## src/rtl/sc2a_pkg.sv

```systemverilog
// Package for the scan code set 1 to ASCII translator.
// Holds scan code constants, the modifier flag type and the three key tables.
// No dependencies.
package sc2a_pkg;

    // Modifier and prefix scan codes (set 1, make codes)
    localparam logic [7:0] SC_LSHIFT  = 8'h2A;
    localparam logic [7:0] SC_RSHIFT  = 8'h36;
    localparam logic [7:0] SC_CAPS    = 8'h3A;
    localparam logic [7:0] SC_CTRL    = 8'h1D;
    localparam logic [7:0] SC_ALT     = 8'h38;
    localparam logic [7:0] SC_EXTPFX  = 8'hE0;

    // Table lengths: normal/shifted and control
    localparam logic [7:0] PLAIN_LEN  = 8'd58;
    localparam logic [7:0] CTRL_LEN   = 8'd51;

    // Alt sets the top bit of the character
    localparam logic [7:0] ALT_OFFSET = 8'h80;

    // Modifier flags; packs to bit0 shift .. bit4 extended
    typedef struct packed {
        logic ext;
        logic alt;
        logic ctrl;
        logic caps;
        logic shift;
    } flags_t;

    // Normal (unshifted) table
    function automatic logic [7:0] plain_lookup(input logic [5:0] idx);
        logic [7:0] ch;
        case (idx)
            6'd1:  ch = 8'h1B;
            6'd2:  ch = 8'h31;
            6'd3:  ch = 8'h32;
            6'd4:  ch = 8'h33;
            6'd5:  ch = 8'h34;
            6'd6:  ch = 8'h35;
            6'd7:  ch = 8'h36;
            6'd8:  ch = 8'h37;
            6'd9:  ch = 8'h38;
            6'd10: ch = 8'h39;
            6'd11: ch = 8'h30;
            6'd12: ch = 8'h2D;
            6'd13: ch = 8'h3D;
            6'd14: ch = 8'h08;
            6'd15: ch = 8'h09;
            6'd16: ch = 8'h71;
            6'd17: ch = 8'h77;
            6'd18: ch = 8'h65;
            6'd19: ch = 8'h72;
            6'd20: ch = 8'h74;
            6'd21: ch = 8'h79;
            6'd22: ch = 8'h75;
            6'd23: ch = 8'h69;
            6'd24: ch = 8'h6F;
            6'd25: ch = 8'h70;
            6'd26: ch = 8'h5B;
            6'd27: ch = 8'h5D;
            6'd28: ch = 8'h0A;
            6'd30: ch = 8'h61;
            6'd31: ch = 8'h73;
            6'd32: ch = 8'h64;
            6'd33: ch = 8'h66;
            6'd34: ch = 8'h67;
            6'd35: ch = 8'h68;
            6'd36: ch = 8'h6A;
            6'd37: ch = 8'h6B;
            6'd38: ch = 8'h6C;
            6'd39: ch = 8'h3B;
            6'd40: ch = 8'h27;
            6'd41: ch = 8'h60;
            6'd43: ch = 8'h5C;
            6'd44: ch = 8'h7A;
            6'd45: ch = 8'h78;
            6'd46: ch = 8'h63;
            6'd47: ch = 8'h76;
            6'd48: ch = 8'h62;
            6'd49: ch = 8'h6E;
            6'd50: ch = 8'h6D;
            6'd51: ch = 8'h2C;
            6'd52: ch = 8'h2E;
            6'd53: ch = 8'h2F;
            6'd57: ch = 8'h20;
            default: ch = 8'h00;
        endcase
        return ch;
    endfunction

    // Shifted table
    function automatic logic [7:0] upper_lookup(input logic [5:0] idx);
        logic [7:0] ch;
        case (idx)
            6'd2:  ch = 8'h21;
            6'd3:  ch = 8'h40;
            6'd4:  ch = 8'h23;
            6'd5:  ch = 8'h24;
            6'd6:  ch = 8'h25;
            6'd7:  ch = 8'h5E;
            6'd8:  ch = 8'h26;
            6'd9:  ch = 8'h2A;
            6'd10: ch = 8'h28;
            6'd11: ch = 8'h29;
            6'd12: ch = 8'h5F;
            6'd13: ch = 8'h2B;
            6'd14: ch = 8'h08;
            6'd15: ch = 8'h09;
            6'd16: ch = 8'h51;
            6'd17: ch = 8'h57;
            6'd18: ch = 8'h45;
            6'd19: ch = 8'h52;
            6'd20: ch = 8'h54;
            6'd21: ch = 8'h59;
            6'd22: ch = 8'h55;
            6'd23: ch = 8'h49;
            6'd24: ch = 8'h4F;
            6'd25: ch = 8'h50;
            6'd26: ch = 8'h7B;
            6'd27: ch = 8'h7D;
            6'd28: ch = 8'h0A;
            6'd30: ch = 8'h41;
            6'd31: ch = 8'h53;
            6'd32: ch = 8'h44;
            6'd33: ch = 8'h46;
            6'd34: ch = 8'h47;
            6'd35: ch = 8'h48;
            6'd36: ch = 8'h4A;
            6'd37: ch = 8'h4B;
            6'd38: ch = 8'h4C;
            6'd39: ch = 8'h3A;
            6'd40: ch = 8'h22;
            6'd41: ch = 8'h7E;
            6'd43: ch = 8'h7C;
            6'd44: ch = 8'h5A;
            6'd45: ch = 8'h58;
            6'd46: ch = 8'h43;
            6'd47: ch = 8'h56;
            6'd48: ch = 8'h42;
            6'd49: ch = 8'h4E;
            6'd50: ch = 8'h4D;
            6'd51: ch = 8'h3C;
            6'd52: ch = 8'h3E;
            6'd53: ch = 8'h3F;
            6'd57: ch = 8'h20;
            default: ch = 8'h00;
        endcase
        return ch;
    endfunction

    // Control table
    function automatic logic [7:0] ctrl_lookup(input logic [5:0] idx);
        logic [7:0] ch;
        case (idx)
            6'd12: ch = 8'h1F;
            6'd14: ch = 8'h08;
            6'd15: ch = 8'h09;
            6'd16: ch = 8'h11;
            6'd17: ch = 8'h17;
            6'd18: ch = 8'h05;
            6'd19: ch = 8'h12;
            6'd20: ch = 8'h14;
            6'd21: ch = 8'h19;
            6'd22: ch = 8'h15;
            6'd23: ch = 8'h09;
            6'd24: ch = 8'h0F;
            6'd25: ch = 8'h10;
            6'd26: ch = 8'h1B;
            6'd27: ch = 8'h1D;
            6'd28: ch = 8'h0A;
            6'd30: ch = 8'h01;
            6'd31: ch = 8'h13;
            6'd32: ch = 8'h04;
            6'd33: ch = 8'h06;
            6'd34: ch = 8'h07;
            6'd35: ch = 8'h08;
            6'd36: ch = 8'h0A;
            6'd37: ch = 8'h0B;
            6'd38: ch = 8'h0C;
            6'd43: ch = 8'h1C;
            6'd44: ch = 8'h1A;
            6'd45: ch = 8'h18;
            6'd46: ch = 8'h03;
            6'd47: ch = 8'h16;
            6'd48: ch = 8'h02;
            6'd49: ch = 8'h0E;
            6'd50: ch = 8'h0D;
            default: ch = 8'h00;
        endcase
        return ch;
    endfunction

endpackage

```

## src/rtl/sc2a_xlate.sv

```systemverilog
// Combinational translation of one scan byte against the current modifier flags.
// Produces the character and the flags after the byte.
// Depends on sc2a_pkg.
module sc2a_xlate (
    input  logic [7:0]      code,
    input  sc2a_pkg::flags_t flags_cur,
    output logic [7:0]      key_char,
    output sc2a_pkg::flags_t flags_nxt
);
    import sc2a_pkg::*;

    logic [5:0] idx;
    logic [6:0] rel_key;
    logic [7:0] plain_ch;
    logic [7:0] upper_ch;
    logic [7:0] ctrl_ch;

    assign idx      = code[5:0];
    assign rel_key  = code[6:0];
    assign plain_ch = plain_lookup(idx);
    assign upper_ch = upper_lookup(idx);
    assign ctrl_ch  = ctrl_lookup(idx);

    // Flag update and character select
    always_comb
    begin
        logic [7:0] ch;
        ch        = 8'h00;
        flags_nxt = flags_cur;
        key_char  = 8'h00;
        if (flags_cur.ext)
        begin
            // byte after prefix is swallowed
            flags_nxt.ext = 1'b0;
        end
        else if (code == SC_EXTPFX)
        begin
            flags_nxt.ext = 1'b1;
        end
        else if (code[7])
        begin
            // key release: clear matching modifier
            case ({1'b0, rel_key})
                SC_LSHIFT, SC_RSHIFT: flags_nxt.shift = 1'b0;
                SC_CAPS:              flags_nxt.caps  = 1'b0;
                SC_CTRL:              flags_nxt.ctrl  = 1'b0;
                SC_ALT:               flags_nxt.alt   = 1'b0;
                default:              flags_nxt.shift = flags_cur.shift;
            endcase
        end
        else if (code inside {SC_LSHIFT, SC_RSHIFT, SC_CAPS, SC_CTRL, SC_ALT})
        begin
            case (code)
                SC_LSHIFT, SC_RSHIFT: flags_nxt.shift = 1'b1;
                SC_CAPS:              flags_nxt.caps  = 1'b1;
                SC_CTRL:              flags_nxt.ctrl  = 1'b1;
                SC_ALT:               flags_nxt.alt   = 1'b1;
                default:              flags_nxt.shift = flags_cur.shift;
            endcase
        end
        else if (flags_cur.ctrl)
        begin
            // control wins; out of table gives nothing, no alt
            if (code < CTRL_LEN)
                key_char = flags_cur.alt ? ctrl_ch + ALT_OFFSET : ctrl_ch;
        end
        else if (flags_cur.shift)
        begin
            if (code < PLAIN_LEN)
            begin
                ch       = flags_cur.caps ? plain_ch : upper_ch;
                key_char = flags_cur.alt ? ch + ALT_OFFSET : ch;
            end
        end
        else
        begin
            // normal table (shifted table with caps); out of range still takes alt
            if (code < PLAIN_LEN)
                ch = flags_cur.caps ? upper_ch : plain_ch;
            key_char = flags_cur.alt ? ch + ALT_OFFSET : ch;
        end
    end

endmodule

```

## src/rtl/scancode_to_ascii_translator_unit.sv

```systemverilog
// Top level of the scan code set 1 to ASCII translator.
// Input register, translation logic, result register and modifier flags.
// Depends on sc2a_pkg and sc2a_xlate.
//
//   channel | handshake            | payload
//   --------+----------------------+--------------------------
//   input   | in_valid / in_stall  | scan_code[7:0]
//   output  | out_valid / out_stall| key_char[7:0], modifiers[4:0]
//
// One word per cycle sustained while the output is not stalled; the scan code is
// registered in the input stage, translated, and registered in the result stage.
// Reset clears the modifier flags and both valid bits.
// A stall on the output holds the result; the input stalls only when both
// stages are full and the output is stalled.
module scancode_to_ascii_translator_unit (
    input  logic       clk,
    input  logic       rst_n,
    input  logic       in_valid,
    output logic       in_stall,
    input  logic [7:0] scan_code,
    output logic       out_valid,
    input  logic       out_stall,
    output logic [7:0] key_char,
    output logic [4:0] modifiers
);
    import sc2a_pkg::*;

    logic       in_valid_reg;
    logic [7:0] code_reg;
    logic       out_valid_reg;
    logic [7:0] key_char_reg;
    logic [4:0] modifiers_reg;
    flags_t     flags_reg;
    flags_t     flags_next;
    logic [7:0] char_next;
    logic       out_load;
    logic       in_load;

    // Pipeline advance
    assign out_load = !out_valid_reg || !out_stall;
    assign in_load  = !in_valid_reg || out_load;
    assign in_stall = !in_load;

    // Translation
    sc2a_xlate u_xlate (
        .code      (code_reg),
        .flags_cur (flags_reg),
        .key_char  (char_next),
        .flags_nxt (flags_next)
    );

    // Input stage control
    always_ff @(posedge clk or negedge rst_n)
    begin
        if (!rst_n)
            in_valid_reg <= 1'b0;
        else if (in_load)
            in_valid_reg <= in_valid;
    end

    // Input stage payload
    always_ff @(posedge clk)
    begin
        if (in_load && in_valid)
            code_reg <= scan_code;
    end

    // Result stage control and modifier flags
    always_ff @(posedge clk or negedge rst_n)
    begin
        if (!rst_n)
        begin
            out_valid_reg <= 1'b0;
            flags_reg     <= '0;
        end
        else if (out_load)
        begin
            out_valid_reg <= in_valid_reg;
            if (in_valid_reg)
                flags_reg <= flags_next;
        end
    end

    // Result stage payload
    always_ff @(posedge clk)
    begin
        if (out_load && in_valid_reg)
        begin
            key_char_reg  <= char_next;
            modifiers_reg <= flags_next;
        end
    end

    assign out_valid = out_valid_reg;
    assign key_char  = key_char_reg;
    assign modifiers = modifiers_reg;

endmodule
```

## config.mk

```make
export PLATFORM = sky130hd
export DESIGN_NAME = scancode_to_ascii_translator_unit
export DESIGN_NICKNAME = d
export VERILOG_FILES = /design/src/rtl/sc2a_pkg.sv /design/src/rtl/sc2a_xlate.sv /design/src/rtl/scancode_to_ascii_translator_unit.sv
export SDC_FILE = /design/constraint.sdc
export NUM_CORES = 1
export LEC_CHECK = 0
export BUFFER_PORTS_ARGS = -buffer_cell sky130_fd_sc_hd__buf_2
export CAP_MARGIN = 25
export CORE_MARGIN = 1.5
export CORE_UTILIZATION = 45
export DETAILED_ROUTE_END_ITERATION = 16
export GPL_ROUTABILITY_DRIVEN = 0
export PLACE_DENSITY_LB_ADDON = 0.3
export SYNTH_ARGS = -nofsm -noshare
export SYNTH_HDL_FRONTEND = slang
export SYNTH_HIERARCHICAL = 1
export SYNTH_SLANG_ARGS = --single-unit
```

## constraint.sdc

```tcl
create_clock -name clk -period 2.98 [get_ports clk]
set_input_delay 0 -clock clk [delete_from_list [all_inputs] [get_ports clk]]
set_output_delay 0 -clock clk [all_outputs]
set_load 0.03 [all_outputs]
```

==> parameters.txt <==
Parameter                              Value

Worst setup path
  CP max stage cell    nor4_4
  Type of element capturing the critical path    register
  Worst path cell trace    inv_1 -> ha_1 -> nand2_1 -> a211o_2 -> nand3b_4 -> nor4_4 -> nand2_2 -> o41ai_2
  Buf/Inv on CP    1
  Largest fanout on the critical path    8
  Largest delay share family, worst path    simple AND/OR/NAND/NOR gates
  Critical Path Source Type    register
  Required time of the critical path    3.08 ns
  CP max stage delay    0.46 ns
  Type of the worst setup path    register to register
  Arrival time reported for the critical path endpoint    2.59 ns

STA
  Setup slack of the critical path after layout    0.488 ns
  Post-route clock skew    0.0107 ns
  Number of slew-limit violations in the final report    0
  Setup_tns    0 ns
  Headroom to the max-slew limit    0.380
  Final clock period utilization by the worst path    0.836
  Fmax achieved    401 MHz
  Tightest Pin Transition    0.928 ns
  Count of endpoints failing hold in the final timing report    0
  Number of failing setup endpoints in the final timing report    0
  Setup repair after global routing missed its margin    no
  Minimum clock period    2.49 ns

Floorplan
  FP Rows    27
  X dimension of the die    79.6 µm
  Starting density of the core    0.474
  Core area    5570 µm²
  Die Y    79.6 µm
  Top Ports    27
  Area of the die    6340 µm²

Yosys
  EDFF count, synth    21
  Area of the mapped netlist    2640 µm²
  Synthesis Warnings    6
  Cell taking the most area after synthesis    edfxtp_1
  Leading cell type by number of instances after synthesis    nor2_1
  Top flip-flop cell by instance count after synthesis    edfxtp_1
  Count of different cell masters after synthesis    68
  Async SR Flop Fraction    0.250
  Area share of the largest cell type after synthesis    0.239
  Synthesized area divided by synthesized cell count    8.49 µm²
  Post-synthesis net count    336
  Number of instances in the synthesized netlist    311
  Sequential area share after synthesis    0.305
  Number of register bits inferred by synthesis    28
  Most area-consuming cells after synthesis    edfxtp_1, dfrtp_1, ha_1
  Commonest cells in the synthesized netlist    nor2_1, a21oi_1, nand2_1, o21ai_0, edfxtp_1

Detailed routing
  ANT nets after route    0
  Drt first-iter violations    478
  Remaining DRCs    0
  Via count    2588
  Avg WL per Cell    17.9 µm
  Via density per instance    6.33
  Total Wirelength    7330 µm
  TritonRoute pass-1 iters    7

CTS
  Reg clk slew, reported paths    0.11 ns
  Insertion delay to the later sink of the worst-skew pair    0.29 ns
  Num CTS Buffers    3
  Post-CTS Setup Inserts    0
  Maximum buffer depth of the clock tree    2
  Sink count of the clock tree    28
  Total number of H-tree levels    1
  Hold bufs inserted after CTS    11
  Number of gates resized after cts    0
  TritonCTS clock tree    done
  Clock tree root buffer cell    clkbuf_8

Job
  Max-cap violation count    0

Power and ir drop
  Worst supply voltage drop on vdd    276 µV
  Static leakage    1.15 nW
  Power Total    1.38 mW
  Power Density    462 nW/µm²

Global route
  Antenna violations before repair    0
  Overall global routing resource usage    0.237
  Number of global-route vias before repair    2308
  First-pass GRT wire length    11800 µm
  Congestion Overflow GR    0
  Pin count of the biggest net entering global routing    44

Layout
  Filler instances    525
  Antenna diode instance count    0
  Layout cells sized above 1    0.175
  Final net count    363
  Area growth from synthesis to layout    12.7%

Outcome
  Status    complete, no violations

Placed design
  Number of I/O port buffers    26
  Post-DP HPWL    4930 µm
  Dpl ws    0.581 ns

Worst hold path
  Tightest Hold Check Type    primary input to async pin
==> per-layer routing <==
layer / wire, µm / track usage / vias to the layer above
met5: 0 / 0 / -
met4: 187 / 0.0702 / 0
met3: 708 / 0.0423 / 22
met2: 3260 / 0.365 / 177
met1: 3170 / 0.337 / 1171
li1: - / - / 1218
==> worst register-to-register path, stage by stage (launching register included) <==
cell      delay [ns]
edfxtp_1        0.36
inv_1           0.12
ha_1            0.35
nand2_1         0.18
a211o_2         0.16
nand3b_4        0.09
nor4_4          0.46
nand2_2         0.18
o41ai_2         0.40
==> kinds of logic after synthesis <==
group,count (synthesis),synth area share
XOR/XNOR,4,0.0133
AO/OA/AOI/OAI,107,0.275
flip-flops,28,0.305
multiplexers,10,0.0455
AND/OR/NAND/NOR,109,0.219
adder cells (fa/ha/maj),13,0.0616
buffers and inverters,40,0.0801
==> worst paths after layout <==
check	start	depth (start not counted)	slack, ns	end
setup / recovery	code_reg[0]$_DFFE_PP_	8	0.49	key_char[1]$_DFFE_PP_
hold / removal	rst_n	2	0.09	flags_reg[2]$_DFFE_PN0P_
setup reg to reg	code_reg[0]$_DFFE_PP_	8	0.49	key_char[1]$_DFFE_PP_
hold reg to reg	in_valid_reg$_DFFE_PN0P_	1	0.50	out_valid$_DFFE_PN0P_
max in group asynchronous	rst_n	2	2.73	flags_reg[1]$_DFFE_PN0P_
min in group clk	scan_code[0]	2	0.41	code_reg[0]$_DFFE_PP_
==> through the flow <==
| step | cells | cell area (µm²) | util | hold slack [ns] |
|---|---|---|---|---|
| 3_5_place_dp | 394 | 2800 | 0.503 | -0.155 |
| 6_report | 409 | 2980 | 0.534 | 0.0897 |
| 3_3_place_gp | 394 | 2800 | 0.503 | -0.156 |
| 5_1_grt | 409 | 2980 | 0.534 | 0.0872 |
| 2_1_floorplan | 311 | 2640 | - | -0.296 |
| 4_1_cts | 409 | 2980 | 0.534 | 0.0726 |
==> cell type report <==
cell class	count	area [µm²]	area share
repair buffers	49	343	0.115
flip-flops and latches	28	806	0.271
multi-input cells	243	1620	0.545
clock buffers	4	66.3	0.0223
inverters	13	48.8	0.0164
well taps	72	90.1	0.0303
==> cell usage in the layout (no fill, tap or decap), drive strengths merged, types with 4 or more instances in the layout <==
| cell type | instances |
|---|---|
| mux2 | 6 |
| nor2b | 10 |
| buf | 38 |
| nand2 | 27 |
| clkbuf | 4 |
| nor3 | 6 |
| dlygate4sd3 | 11 |
| o211ai | 7 |
| nor4 | 7 |
| dfrtp | 7 |
| o2111ai | 4 |
| nand3 | 11 |
| o21ai | 26 |
| ha | 13 |
| nor2 | 29 |
| edfxtp | 21 |
| a21oi | 27 |
| a211o | 4 |
| a31oi | 4 |
| inv | 13 |
| nand2b | 6 |
==> report_power, final <==
part | internal (mW) | leakage [nW] | switching (mW)
Sequential | 0.483 | 0.297 | 0.0451
Clock | 0.147 | 0.0339 | 0.133
Combinational | 0.212 | 0.823 | 0.357
Total | 0.842 | 1.15 | 0.535
Note: power is estimated with default switching activity, not from simulation.
